## config.mk

```make
export PLATFORM = sky130hd
export DESIGN_NAME = bounded_deque_with_remove
export DESIGN_NICKNAME = d
export VERILOG_FILES = /design/src/hw/rtl/bdq_pkg.sv /design/src/hw/rtl/bdq_ram.sv /design/src/hw/rtl/bdq_ctrl.sv /design/src/hw/rtl/bdq_dpath.sv /design/src/hw/rtl/bounded_deque_with_remove.sv
export SDC_FILE = /design/constraint.sdc
export NUM_CORES = 1
export LEC_CHECK = 0
export BUFFER_PORTS_ARGS = -buffer_cell sky130_fd_sc_hd__buf_2
export CORE_MARGIN = 5
export CORE_UTILIZATION = 55
export DETAILED_ROUTE_END_ITERATION = 12
export GPL_TIMING_DRIVEN = 0
export PLACE_DENSITY = 0.68
export REMOVE_ABC_BUFFERS = 1
export SETUP_SLACK_MARGIN = 0.5
export SLEW_MARGIN = 30
export SYNTH_ARGS = -nofsm -noshare
export SYNTH_HDL_FRONTEND = slang
export SYNTH_SLANG_ARGS = --single-unit
```

## constraint.sdc

```tcl
create_clock -name i_clk -period 8.6 [get_ports i_clk]
set_clock_uncertainty 0.15 [all_clocks]
set_input_delay 0.86 -clock i_clk [delete_from_list [all_inputs] [get_ports i_clk]]
set_output_delay 0.86 -clock i_clk [all_outputs]
set_load 0.02 [all_outputs]
```

## src/hw/rtl/bdq_pkg.sv

```systemverilog
`timescale 1ns / 1ps
// ----------------------------------------------------------------------------
// Bounded deque package
// Request and result payload types, operation codes and the command and
// status bundles that pass between the controller and the datapath.
// ----------------------------------------------------------------------------
package bdq_pkg;

    // Operation codes carried in the op field of a request.
    localparam logic [2:0] OP_PUSH_BACK  = 3'd0;
    localparam logic [2:0] OP_PUSH_FRONT = 3'd1;
    localparam logic [2:0] OP_POP_FRONT  = 3'd2;
    localparam logic [2:0] OP_POP_BACK   = 3'd3;
    localparam logic [2:0] OP_REMOVE     = 3'd4;
    localparam logic [2:0] OP_LIST       = 3'd5;

    // Incoming request.
    typedef struct packed {
        logic [2:0]  op;
        logic [31:0] item;
    } t_req;

    // Outgoing result.
    typedef struct packed {
        logic [31:0] item_out;
        logic        item_valid;
        logic        ok;
        logic [4:0]  count;
        logic [31:0] head_item;
        logic [31:0] tail_item;
        logic        last;
    } t_res;

    // Datapath actions requested by the controller.
    typedef enum logic [2:0] {
        ACT_NONE,
        ACT_PUSH,
        ACT_POP,
        ACT_POP_FILL,
        ACT_WALK_START,
        ACT_WALK,
        ACT_REM_DONE,
        ACT_REPORT
    } t_act;

    // Controller to datapath.
    typedef struct packed {
        logic load;
        t_act act;
    } t_cmd;

    // Datapath to controller.
    typedef struct packed {
        logic [2:0] op;
        logic       empty;
        logic       full;
        logic       walk_last;
    } t_sts;

endpackage

```

## src/hw/rtl/bdq_ram.sv

```systemverilog
`timescale 1ns / 1ps
// ----------------------------------------------------------------------------
// Generic simple dual-port RAM
// One write port and one read port, with the read data registered.
// ----------------------------------------------------------------------------
module bdq_ram #(
    parameter int WIDTH = 32,
    parameter int DEPTH = 16
) (
    input  logic                     i_clk,
    input  logic                     i_we,
    input  logic [$clog2(DEPTH)-1:0] i_waddr,
    input  logic [WIDTH-1:0]         i_wdata,
    input  logic [$clog2(DEPTH)-1:0] i_raddr,
    output logic [WIDTH-1:0]         o_rdata
);

    logic [WIDTH-1:0] r_mem [DEPTH];
    logic [WIDTH-1:0] r_rdata;

    // Write port and registered read port.
    always_ff @(posedge i_clk) begin
        if (i_we) begin
            r_mem[i_waddr] <= i_wdata;
        end
        r_rdata <= r_mem[i_raddr];
    end

    assign o_rdata = r_rdata;

endmodule

```

## src/hw/rtl/bdq_ctrl.sv

```systemverilog
`timescale 1ns / 1ps
// ----------------------------------------------------------------------------
// Bounded deque controller
// Sequences each request through execute, fill, walk and remove-done steps and
// issues one action per cycle to the datapath.
// ----------------------------------------------------------------------------
module bdq_ctrl (
    input  logic           i_clk,
    input  logic           i_rst_n,
    input  logic           i_start,
    output logic           o_busy,
    output bdq_pkg::t_cmd  o_cmd,
    input  bdq_pkg::t_sts  i_sts
);

    typedef enum logic [2:0] {
        S_IDLE,
        S_EXEC,
        S_POP_FILL,
        S_WALK,
        S_REM_DONE
    } t_state;

    t_state r_state;
    logic   r_busy;

    // State register with the registered busy flag.
    always_ff @(posedge i_clk) begin
        if (!i_rst_n) begin
            r_state <= S_IDLE;
            r_busy  <= 1'b0;
        end else begin
            case (r_state)
                S_IDLE: begin
                    if (i_start) begin
                        r_state <= S_EXEC;
                        r_busy  <= 1'b1;
                    end
                end
                S_EXEC: begin
                    case (i_sts.op)
                        bdq_pkg::OP_POP_FRONT, bdq_pkg::OP_POP_BACK: begin
                            if (i_sts.empty) begin
                                r_state <= S_IDLE;
                                r_busy  <= 1'b0;
                            end else begin
                                r_state <= S_POP_FILL;
                            end
                        end
                        bdq_pkg::OP_REMOVE, bdq_pkg::OP_LIST: begin
                            if (i_sts.empty) begin
                                r_state <= S_IDLE;
                                r_busy  <= 1'b0;
                            end else begin
                                r_state <= S_WALK;
                            end
                        end
                        default: begin
                            r_state <= S_IDLE;
                            r_busy  <= 1'b0;
                        end
                    endcase
                end
                S_POP_FILL: begin
                    r_state <= S_IDLE;
                    r_busy  <= 1'b0;
                end
                S_WALK: begin
                    if (i_sts.walk_last) begin
                        if (i_sts.op == bdq_pkg::OP_REMOVE) begin
                            r_state <= S_REM_DONE;
                        end else begin
                            r_state <= S_IDLE;
                            r_busy  <= 1'b0;
                        end
                    end
                end
                S_REM_DONE: begin
                    r_state <= S_IDLE;
                    r_busy  <= 1'b0;
                end
                default: begin
                    r_state <= S_IDLE;
                    r_busy  <= 1'b0;
                end
            endcase
        end
    end

    assign o_busy = r_busy;

    // Action decode for the current state.
    always_comb begin
        o_cmd.load = 1'b0;
        o_cmd.act  = bdq_pkg::ACT_NONE;
        case (r_state)
            S_IDLE: begin
                o_cmd.load = i_start;
            end
            S_EXEC: begin
                case (i_sts.op)
                    bdq_pkg::OP_PUSH_BACK, bdq_pkg::OP_PUSH_FRONT: begin
                        o_cmd.act = i_sts.full ? bdq_pkg::ACT_REPORT : bdq_pkg::ACT_PUSH;
                    end
                    bdq_pkg::OP_POP_FRONT, bdq_pkg::OP_POP_BACK: begin
                        o_cmd.act = i_sts.empty ? bdq_pkg::ACT_REPORT : bdq_pkg::ACT_POP;
                    end
                    bdq_pkg::OP_REMOVE, bdq_pkg::OP_LIST: begin
                        o_cmd.act = i_sts.empty ? bdq_pkg::ACT_REPORT
                                                : bdq_pkg::ACT_WALK_START;
                    end
                    default: begin
                        o_cmd.act = bdq_pkg::ACT_REPORT;
                    end
                endcase
            end
            S_POP_FILL: begin
                o_cmd.act = bdq_pkg::ACT_POP_FILL;
            end
            S_WALK: begin
                o_cmd.act = bdq_pkg::ACT_WALK;
            end
            S_REM_DONE: begin
                o_cmd.act = bdq_pkg::ACT_REM_DONE;
            end
            default: begin
                o_cmd.act = bdq_pkg::ACT_NONE;
            end
        endcase
    end

    // A walk is only ever entered with entries to visit.
    a_walk_nonempty: assert property (@(posedge i_clk) disable iff (!i_rst_n)
        (r_state == S_WALK) |-> !i_sts.empty)
        else $error("walk running over an empty store");

    // Busy tracks the state: low exactly when idle.
    a_busy_state: assert property (@(posedge i_clk) disable iff (!i_rst_n)
        r_busy == (r_state != S_IDLE))
        else $error("busy flag out of step with state");

    // A request is only captured while idle.
    a_load_idle: assert property (@(posedge i_clk) disable iff (!i_rst_n)
        o_cmd.load |-> (r_state == S_IDLE))
        else $error("request captured while busy");

endmodule

```

## src/hw/rtl/bdq_dpath.sv

```systemverilog
`timescale 1ns / 1ps
// ----------------------------------------------------------------------------
// Bounded deque datapath
// Ring store with head index and count, shadow registers for the first and
// last entries, the walk counters for remove and list, and the result
// register.
// ----------------------------------------------------------------------------
module bdq_dpath #(
    parameter int DEPTH      = 16,
    parameter int ITEM_WIDTH = 32
) (
    input  logic           i_clk,
    input  logic           i_rst_n,
    input  bdq_pkg::t_cmd  i_cmd,
    input  bdq_pkg::t_req  i_req,
    output bdq_pkg::t_sts  o_sts,
    output bdq_pkg::t_res  o_res,
    output logic           o_strobe
);

    localparam int IW = $clog2(DEPTH);
    localparam int CW = $clog2(DEPTH + 1);
    localparam int SW = CW + 1;

    // Ring position of an offset from the given base.
    function automatic logic [IW-1:0] ring(input logic [IW-1:0] base,
                                           input logic [CW-1:0] off);
        logic [SW-1:0] sum;
        sum = SW'(base) + SW'(off);
        if (sum >= SW'(DEPTH)) begin
            sum = sum - SW'(DEPTH);
        end
        return sum[IW-1:0];
    endfunction

    // Zero-extend or truncate an item word to the 32-bit result fields.
    function automatic logic [31:0] to32(input logic [ITEM_WIDTH-1:0] v);
        logic [63:0] w;
        w = 64'(v);
        return w[31:0];
    endfunction

    logic [2:0]            r_op,       n_op;
    logic [ITEM_WIDTH-1:0] r_val,      n_val;
    logic [IW-1:0]         r_head_idx, n_head_idx;
    logic [CW-1:0]         r_count,    n_count;
    logic [ITEM_WIDTH-1:0] r_head_val, n_head_val;
    logic [ITEM_WIDTH-1:0] r_tail_val, n_tail_val;
    logic [ITEM_WIDTH-1:0] r_item,     n_item;
    logic [CW-1:0]         r_rd_i,     n_rd_i;
    logic [CW-1:0]         r_tk_i,     n_tk_i;
    logic [CW-1:0]         r_n,        n_n;
    logic                  r_found,    n_found;
    bdq_pkg::t_res         r_res,      n_res;
    logic                  r_strobe,   n_strobe;

    logic                  ram_we;
    logic [IW-1:0]         ram_waddr;
    logic [ITEM_WIDTH-1:0] ram_wdata;
    logic [IW-1:0]         ram_raddr;
    logic [ITEM_WIDTH-1:0] ram_rdata;

    logic [63:0]           req_wide;
    logic [63:0]           cnt_wide;
    logic                  walk_last;
    logic                  e_emit;
    logic [ITEM_WIDTH-1:0] e_item;
    logic                  e_valid;
    logic                  e_ok;
    logic                  e_last;

    bdq_ram #(
        .WIDTH (ITEM_WIDTH),
        .DEPTH (DEPTH)
    ) u_ram (
        .i_clk   (i_clk),
        .i_we    (ram_we),
        .i_waddr (ram_waddr),
        .i_wdata (ram_wdata),
        .i_raddr (ram_raddr),
        .o_rdata (ram_rdata)
    );

    assign req_wide  = 64'(i_req.item);
    assign walk_last = (r_tk_i == r_count - CW'(1));

    // Status for the controller.
    assign o_sts.op        = r_op;
    assign o_sts.empty     = (r_count == '0);
    assign o_sts.full      = (r_count == CW'(DEPTH));
    assign o_sts.walk_last = walk_last;

    // Next-state logic for every action.
    always_comb begin
        n_op       = r_op;
        n_val      = r_val;
        n_head_idx = r_head_idx;
        n_count    = r_count;
        n_head_val = r_head_val;
        n_tail_val = r_tail_val;
        n_item     = r_item;
        n_rd_i     = r_rd_i;
        n_tk_i     = r_tk_i;
        n_n        = r_n;
        n_found    = r_found;
        ram_we     = 1'b0;
        ram_waddr  = r_head_idx;
        ram_wdata  = r_val;
        ram_raddr  = r_head_idx;
        e_emit     = 1'b0;
        e_item     = '0;
        e_valid    = 1'b0;
        e_ok       = 1'b0;
        e_last     = 1'b1;

        // Capture an accepted request.
        if (i_cmd.load) begin
            n_op  = i_req.op;
            n_val = req_wide[ITEM_WIDTH-1:0];
        end

        case (i_cmd.act)
            bdq_pkg::ACT_PUSH: begin
                ram_we  = 1'b1;
                n_count = r_count + CW'(1);
                e_emit  = 1'b1;
                e_ok    = 1'b1;
                if (r_op == bdq_pkg::OP_PUSH_BACK) begin
                    ram_waddr  = ring(r_head_idx, r_count);
                    n_tail_val = r_val;
                    if (r_count == '0) begin
                        n_head_val = r_val;
                    end
                end else begin
                    n_head_idx = (r_head_idx == '0) ? IW'(DEPTH - 1)
                                                    : r_head_idx - IW'(1);
                    ram_waddr  = n_head_idx;
                    n_head_val = r_val;
                    if (r_count == '0) begin
                        n_tail_val = r_val;
                    end
                end
            end
            bdq_pkg::ACT_POP: begin
                // Hand out the shadowed end and fetch its new neighbour.
                n_count = r_count - CW'(1);
                if (r_op == bdq_pkg::OP_POP_FRONT) begin
                    n_item     = r_head_val;
                    n_head_idx = ring(r_head_idx, CW'(1));
                    ram_raddr  = n_head_idx;
                end else begin
                    n_item    = r_tail_val;
                    ram_raddr = ring(r_head_idx, r_count - CW'(2));
                end
            end
            bdq_pkg::ACT_POP_FILL: begin
                if (r_count != '0) begin
                    if (r_op == bdq_pkg::OP_POP_FRONT) begin
                        n_head_val = ram_rdata;
                    end else begin
                        n_tail_val = ram_rdata;
                    end
                end
                e_emit  = 1'b1;
                e_item  = r_item;
                e_valid = 1'b1;
                e_ok    = 1'b1;
            end
            bdq_pkg::ACT_WALK_START: begin
                ram_raddr = r_head_idx;
                n_rd_i    = CW'(1);
                n_tk_i    = '0;
                n_n       = '0;
                n_found   = 1'b0;
            end
            bdq_pkg::ACT_WALK: begin
                // Read ahead one entry while the previous one is handled.
                if (r_rd_i < r_count) begin
                    ram_raddr = ring(r_head_idx, r_rd_i);
                    n_rd_i    = r_rd_i + CW'(1);
                end
                n_tk_i = r_tk_i + CW'(1);
                if (r_op == bdq_pkg::OP_LIST) begin
                    e_emit  = 1'b1;
                    e_item  = ram_rdata;
                    e_valid = 1'b1;
                    e_ok    = 1'b1;
                    e_last  = walk_last;
                end else if (ram_rdata == r_val) begin
                    n_found = 1'b1;
                end else begin
                    // Compact kept entries towards the front, in place.
                    ram_we     = 1'b1;
                    ram_waddr  = ring(r_head_idx, r_n);
                    ram_wdata  = ram_rdata;
                    n_n        = r_n + CW'(1);
                    n_tail_val = ram_rdata;
                    if (r_n == '0) begin
                        n_head_val = ram_rdata;
                    end
                end
            end
            bdq_pkg::ACT_REM_DONE: begin
                n_count = r_n;
                e_emit  = 1'b1;
                e_ok    = r_found;
            end
            bdq_pkg::ACT_REPORT: begin
                e_emit = 1'b1;
            end
            default: begin
                e_emit = 1'b0;
            end
        endcase
    end

    // Result fields reflect the state after the action.
    assign cnt_wide = 64'(n_count);

    always_comb begin
        n_strobe         = e_emit;
        n_res            = r_res;
        if (e_emit) begin
            n_res.item_out   = to32(e_item);
            n_res.item_valid = e_valid;
            n_res.ok         = e_ok;
            n_res.count      = cnt_wide[4:0];
            n_res.head_item  = (n_count == '0) ? 32'd0 : to32(n_head_val);
            n_res.tail_item  = (n_count == '0) ? 32'd0 : to32(n_tail_val);
            n_res.last       = e_last;
        end
    end

    // Control registers.
    always_ff @(posedge i_clk) begin
        if (!i_rst_n) begin
            r_head_idx <= '0;
            r_count    <= '0;
            r_strobe   <= 1'b0;
        end else begin
            r_head_idx <= n_head_idx;
            r_count    <= n_count;
            r_strobe   <= n_strobe;
        end
    end

    // Payload registers.
    always_ff @(posedge i_clk) begin
        r_op       <= n_op;
        r_val      <= n_val;
        r_head_val <= n_head_val;
        r_tail_val <= n_tail_val;
        r_item     <= n_item;
        r_rd_i     <= n_rd_i;
        r_tk_i     <= n_tk_i;
        r_n        <= n_n;
        r_found    <= n_found;
        r_res      <= n_res;
    end

    assign o_res    = r_res;
    assign o_strobe = r_strobe;

    // The store never holds more than its depth.
    a_count_bound: assert property (@(posedge i_clk) disable iff (!i_rst_n)
        r_count <= CW'(DEPTH))
        else $error("entry count beyond depth");

    // A push adds exactly one entry.
    a_push_grows: assert property (@(posedge i_clk) disable iff (!i_rst_n)
        (i_cmd.act == bdq_pkg::ACT_PUSH) |=> (r_count == $past(r_count) + CW'(1)))
        else $error("push did not add one entry");

    // Compaction never keeps more entries than it has visited.
    a_kept_bound: assert property (@(posedge i_clk) disable iff (!i_rst_n)
        (i_cmd.act == bdq_pkg::ACT_WALK) |-> (r_n <= r_tk_i))
        else $error("remove kept more entries than it read");

    // A result only follows an action that produces one.
    a_strobe_cause: assert property (@(posedge i_clk) disable iff (!i_rst_n)
        r_strobe |-> ($past(i_cmd.act) != bdq_pkg::ACT_NONE))
        else $error("result strobe without a cause");

endmodule

```

## src/hw/rtl/bounded_deque_with_remove.sv

```systemverilog
`timescale 1ns / 1ps
// ----------------------------------------------------------------------------
// Bounded double-ended queue with remove
// A deque of up to DEPTH item words with push and pop at both ends, removal
// of every entry equal to a value, and a listing of all entries.
// ----------------------------------------------------------------------------
// Usage:
//   A request (i_req: op and item) is taken at a rising edge where start is
//   high and busy is low. Results appear on o_res for one cycle each, marked
//   by o_strobe; every result carries the count and the first and last
//   entries after the operation, and o_res.last flags the final one.
//   List results come one per cycle, front first. Pop re-reads the new end
//   through the single read port of the entry RAM, and remove and list visit
//   one entry per cycle, remove compacting in place through the write port.
//   Reset clears the count and head index; the entry RAM is not cleared and
//   no preparation pass is needed, so requests are taken straight away.
//   The receiver cannot stall: each result must be taken in its cycle.
// ----------------------------------------------------------------------------
module bounded_deque_with_remove #(
    parameter int DEPTH      = 16,
    parameter int ITEM_WIDTH = 32
) (
    input  logic          i_clk,
    input  logic          i_rst_n,
    input  logic          start,
    output logic          busy,
    input  bdq_pkg::t_req i_req,
    output bdq_pkg::t_res o_res,
    output logic          o_strobe
);

    bdq_pkg::t_cmd cmd;
    bdq_pkg::t_sts sts;

    // Sequencing.
    bdq_ctrl u_ctrl (
        .i_clk   (i_clk),
        .i_rst_n (i_rst_n),
        .i_start (start),
        .o_busy  (busy),
        .o_cmd   (cmd),
        .i_sts   (sts)
    );

    // Storage and result formation.
    bdq_dpath #(
        .DEPTH      (DEPTH),
        .ITEM_WIDTH (ITEM_WIDTH)
    ) u_dpath (
        .i_clk    (i_clk),
        .i_rst_n  (i_rst_n),
        .i_cmd    (cmd),
        .i_req    (i_req),
        .o_sts    (sts),
        .o_res    (o_res),
        .o_strobe (o_strobe)
    );

endmodule
```

==> reports/qor.yml <==
synthesis:
  synth_top_family_by_area: "multiplexers"
  yosysTopAreaCellShare_pct: 62.9
  async_flop_share_pct: 0
  yosysTopAreaCell: "edfxtp_1"
  ys_seq_elements: 809
  synth_xor_area_share_pct: 1.73
  synth_compound_area_share_pct: 9.60
  synth.top_cells.by_area: "edfxtp_1, mux2i_1, dfxtp_1"
  synth-warning-count: 0
  ys_types: 86
  synth_edf_count: 699
  muxShareOfSynthArea_pct: 9.85
  avgSynthCellArea_sq_um: 14.9
  synth_area_sq_um: 33400
  ys.flop_type: "edfxtp_1"
  synth_fa_ha_area_share_pct: 1.25
  synth_simple_gate_area_share_pct: 5.03
  seq_area_frac_synth_pct: 69.5
  postSynthCellCount: 2231
setup_path:
  setup.worst_path.end_class: "flip-flop"
  cp_data_arrival_time_ns: 5.93
  reg2reg_to: "u_dpath.u_ram.o_rdata[13]"
  crit_type: "flip-flop to flip-flop"
  crit_required_ns: 8.94
  crit_start: "u_ctrl.r_state[0]"
  worstRegToRegCells: 16
  start_kind: "flip-flop"
  rr_startpoint: "u_ctrl.r_state[0]"
  critPathMaxFanout: 21
  ff2ff_setup_slack_ns: 3.01
  crit_end: "u_dpath.u_ram.o_rdata[13]"
layout:
  antennaDiodeCount: 0
  final_common_cell: "edfxtp_1"
  final_cell_mix: "edfxtp_1, mux2i_1, buf_2"
  drive_above_1_share_pct: 19.1
  nNetsFinal: 2515
  area.growth.synth_to_final_pct: 19.0
  fin_area_sq_um: 39700
cts:
  tritoncts: "built"
  htree_levels: 3
  cts_num_sinks: 809
  cts_hold_buf: 0
  numCtsBuffers: 83
  root_buffer: "clkbuf_16"
  postCtsSetupBuffers: 0
  clkTransAtPathRegs_ns: 0.06
  clkLatencyLatePin_ns: 0.63
  post_cts_resized: 0
  clock_path_buffers: 3
sta:
  post-route-period-util_pct: 65.0
  holdWs_ns: 0.250
  worst_pin_slew_ns: 0.946
  rsz0062_at_grt: "no"
  setup_violations: 0
  setup_tns_ns: 0
  fmax_mhz: 179
  max-slew-margin-rel_pct: 36.9
  min_period_ns: 5.59
  maxSlewViolCount: 0
  hold_viol: 0
route:
  drcViolationCount: 0
  route.vias.total: 21100
  wl_per_cell_um: 27.6
  ant_nets: 0
  avgViaCountPerCell: 6.39
  drtIter0Drc: 2746
  drt_pre_antenna_iters: 6
  wl_um: 91000
power:
  power.share.combinational_pct: 36.2
  switching_power_uw: 5140
  power.static_leakage_uw: 0.0140
  seq_power_share_pct: 39.2
  total_power_uw: 14400
  intPower_uw: 9230
  p_clk_share_pct: 24.6
  peakVddDrop_uv: 244
  sw_frac_of_total_pct: 35.8
  p_per_area_nw_per_um2: 362
place:
  io_buffer_count: 143
  dpl_cell_area_sq_um: 37000
  dpl.hpwl_um: 61700
  gp_congestion: 0.874
die:
  die_y_um: 256
  core-area_sq_um: 60200
  initial_core_util_pct: 55.4
  dieWidth_um: 256
  die_area_sq_um: 65700
  num_rows: 90
  io_pins: 144
global_route:
  grt_usage_pct: 27.1
  grt_pass1_wl_um: 135000
  grt_pass1_vias: 21000
  antenna_found_initial: 0
  grt_max_degree: 49
  grt_overflow: 0
job:
  cap_violations: 0
worst_hold_path:
  min_path_type: "input pin to flip-flop"
status:
  status: "finished clean"
[worst min path at each step]
stage	depth (start not counted)	to	slack, ns	start
2_1_floorplan	2	u_dpath.r_tail_val[0]	0.30	u_dpath.r_tail_val[0]
3_3_place_gp	2	u_dpath.r_tail_val[9]	0.32	u_dpath.r_tail_val[9]
3_5_place_dp	2	u_dpath.r_tail_val[27]	0.33	u_dpath.r_tail_val[27]
4_1_cts	1	u_dpath.r_val[9]	0.22	i_req[9]
5_1_grt	1	u_dpath.r_val[9]	0.23	i_req[9]
6_report	1	u_dpath.r_val[29]	0.25	i_req[29]
[synthesized netlist by cell type (19+ instances only)]
cell      number
clkbuf_1      61
o21a_1        36
nand3_1       19
mux2_2        33
buf_2         46
inv_1         85
dfxtp_1      110
nor2_1        82
ha_1          27
mux2i_1      291
a222oi_1      32
o22ai_1      129
o221ai_1      33
a22o_1        35
o21ai_0       44
xor2_1        48
edfxtp_1     699
a21oi_1       87
or4_1         33
nand2_1      123
[registers in the layout, indices dropped and copies added (netlist names)]
signal / count
u_ctrl.r_state: 3
u_dpath.r_rd_i: 5
u_dpath.r_found: 1
u_dpath.r_count: 5
u_dpath.u_ram.o_rdata: 32
u_dpath.r_op: 3
u_dpath.u_ram.r_mem: 512
u_dpath.r_tail_val: 32
u_dpath.r_item: 32
u_dpath.r_head_idx: 4
u_dpath.r_n: 5
u_dpath.o_res: 104
u_dpath.o_strobe: 1
u_dpath.r_tk_i: 5
u_dpath.r_head_val: 32
u_dpath.r_val: 32
u_ctrl.o_busy: 1
[cell type report]
cell class,count,area (sq um)
clock inverter,27,246
sequential,809,23200
timing repair buffer,260,2990
tap,782,978
inverter,86,323
fill,4045,20600
clock buffer,129,2460
multi-input combinational,1206,9500
[per-stage QoR]
step | instances | util [%] | worst slack [ns]
after floorplan | 2101 | - | -4.18
after global placement | 3026 | 57.0 | -8.07
after detailed placement | 3143 | 61.4 | 2.79
after CTS | 3299 | 65.9 | 2.77
after global routing | 3299 | 65.9 | 2.75
final | 3299 | 65.9 | 3.01
[power groups by stage]
| stage | clock network [uW] | registers [uW] | logic [uW] |
|---|---|---|---|
| after floorplan | 0 | 5870 | 3430 |
| after global placement | 0 | 5750 | 5150 |
| after detailed placement | 0 | 5690 | 5130 |
| after CTS | 3580 | 5610 | 5160 |
| after global routing | 3750 | 5690 | 5500 |
| final | 3540 | 5630 | 5210 |
[metal layers]
layer / global-route usage, % / up-vias / part of all wire, %
li1: - / 9117 / -
met1: 37.9 / 10600 / 40
met2: 43.0 / 1197 / 47
met3: 5.18 / 205 / 10
met4: 9.52 / 0 / 3.2
met5: 0 / - / 0
[critical path: stages (launching register included)]
cell and delay [ns]:
dfxtp_1 0.52, nor2b_1 0.75, nand2_2 0.56, nor2_1 0.33, a21boi_1 0.60, o211ai_4 0.28, buf_16 0.23, buf_16 0.16
buf_16 0.17, buf_8 0.18, buf_8 0.17, buf_6 0.15, buf_8 0.16, buf_16 0.17, mux2i_1 0.17, o22ai_1 0.09
or4_1 0.56
[cells by family after synthesis]
group,after synthesis
DFF,809
AOI/OAI and AO/OA,454
and+or+nand+nor,331
muxes,324
buffers and inverters,216
xor gates and xnor gates,66
adders and majority gates,31
No activity file was read; power rests on OpenSTA's default activity.
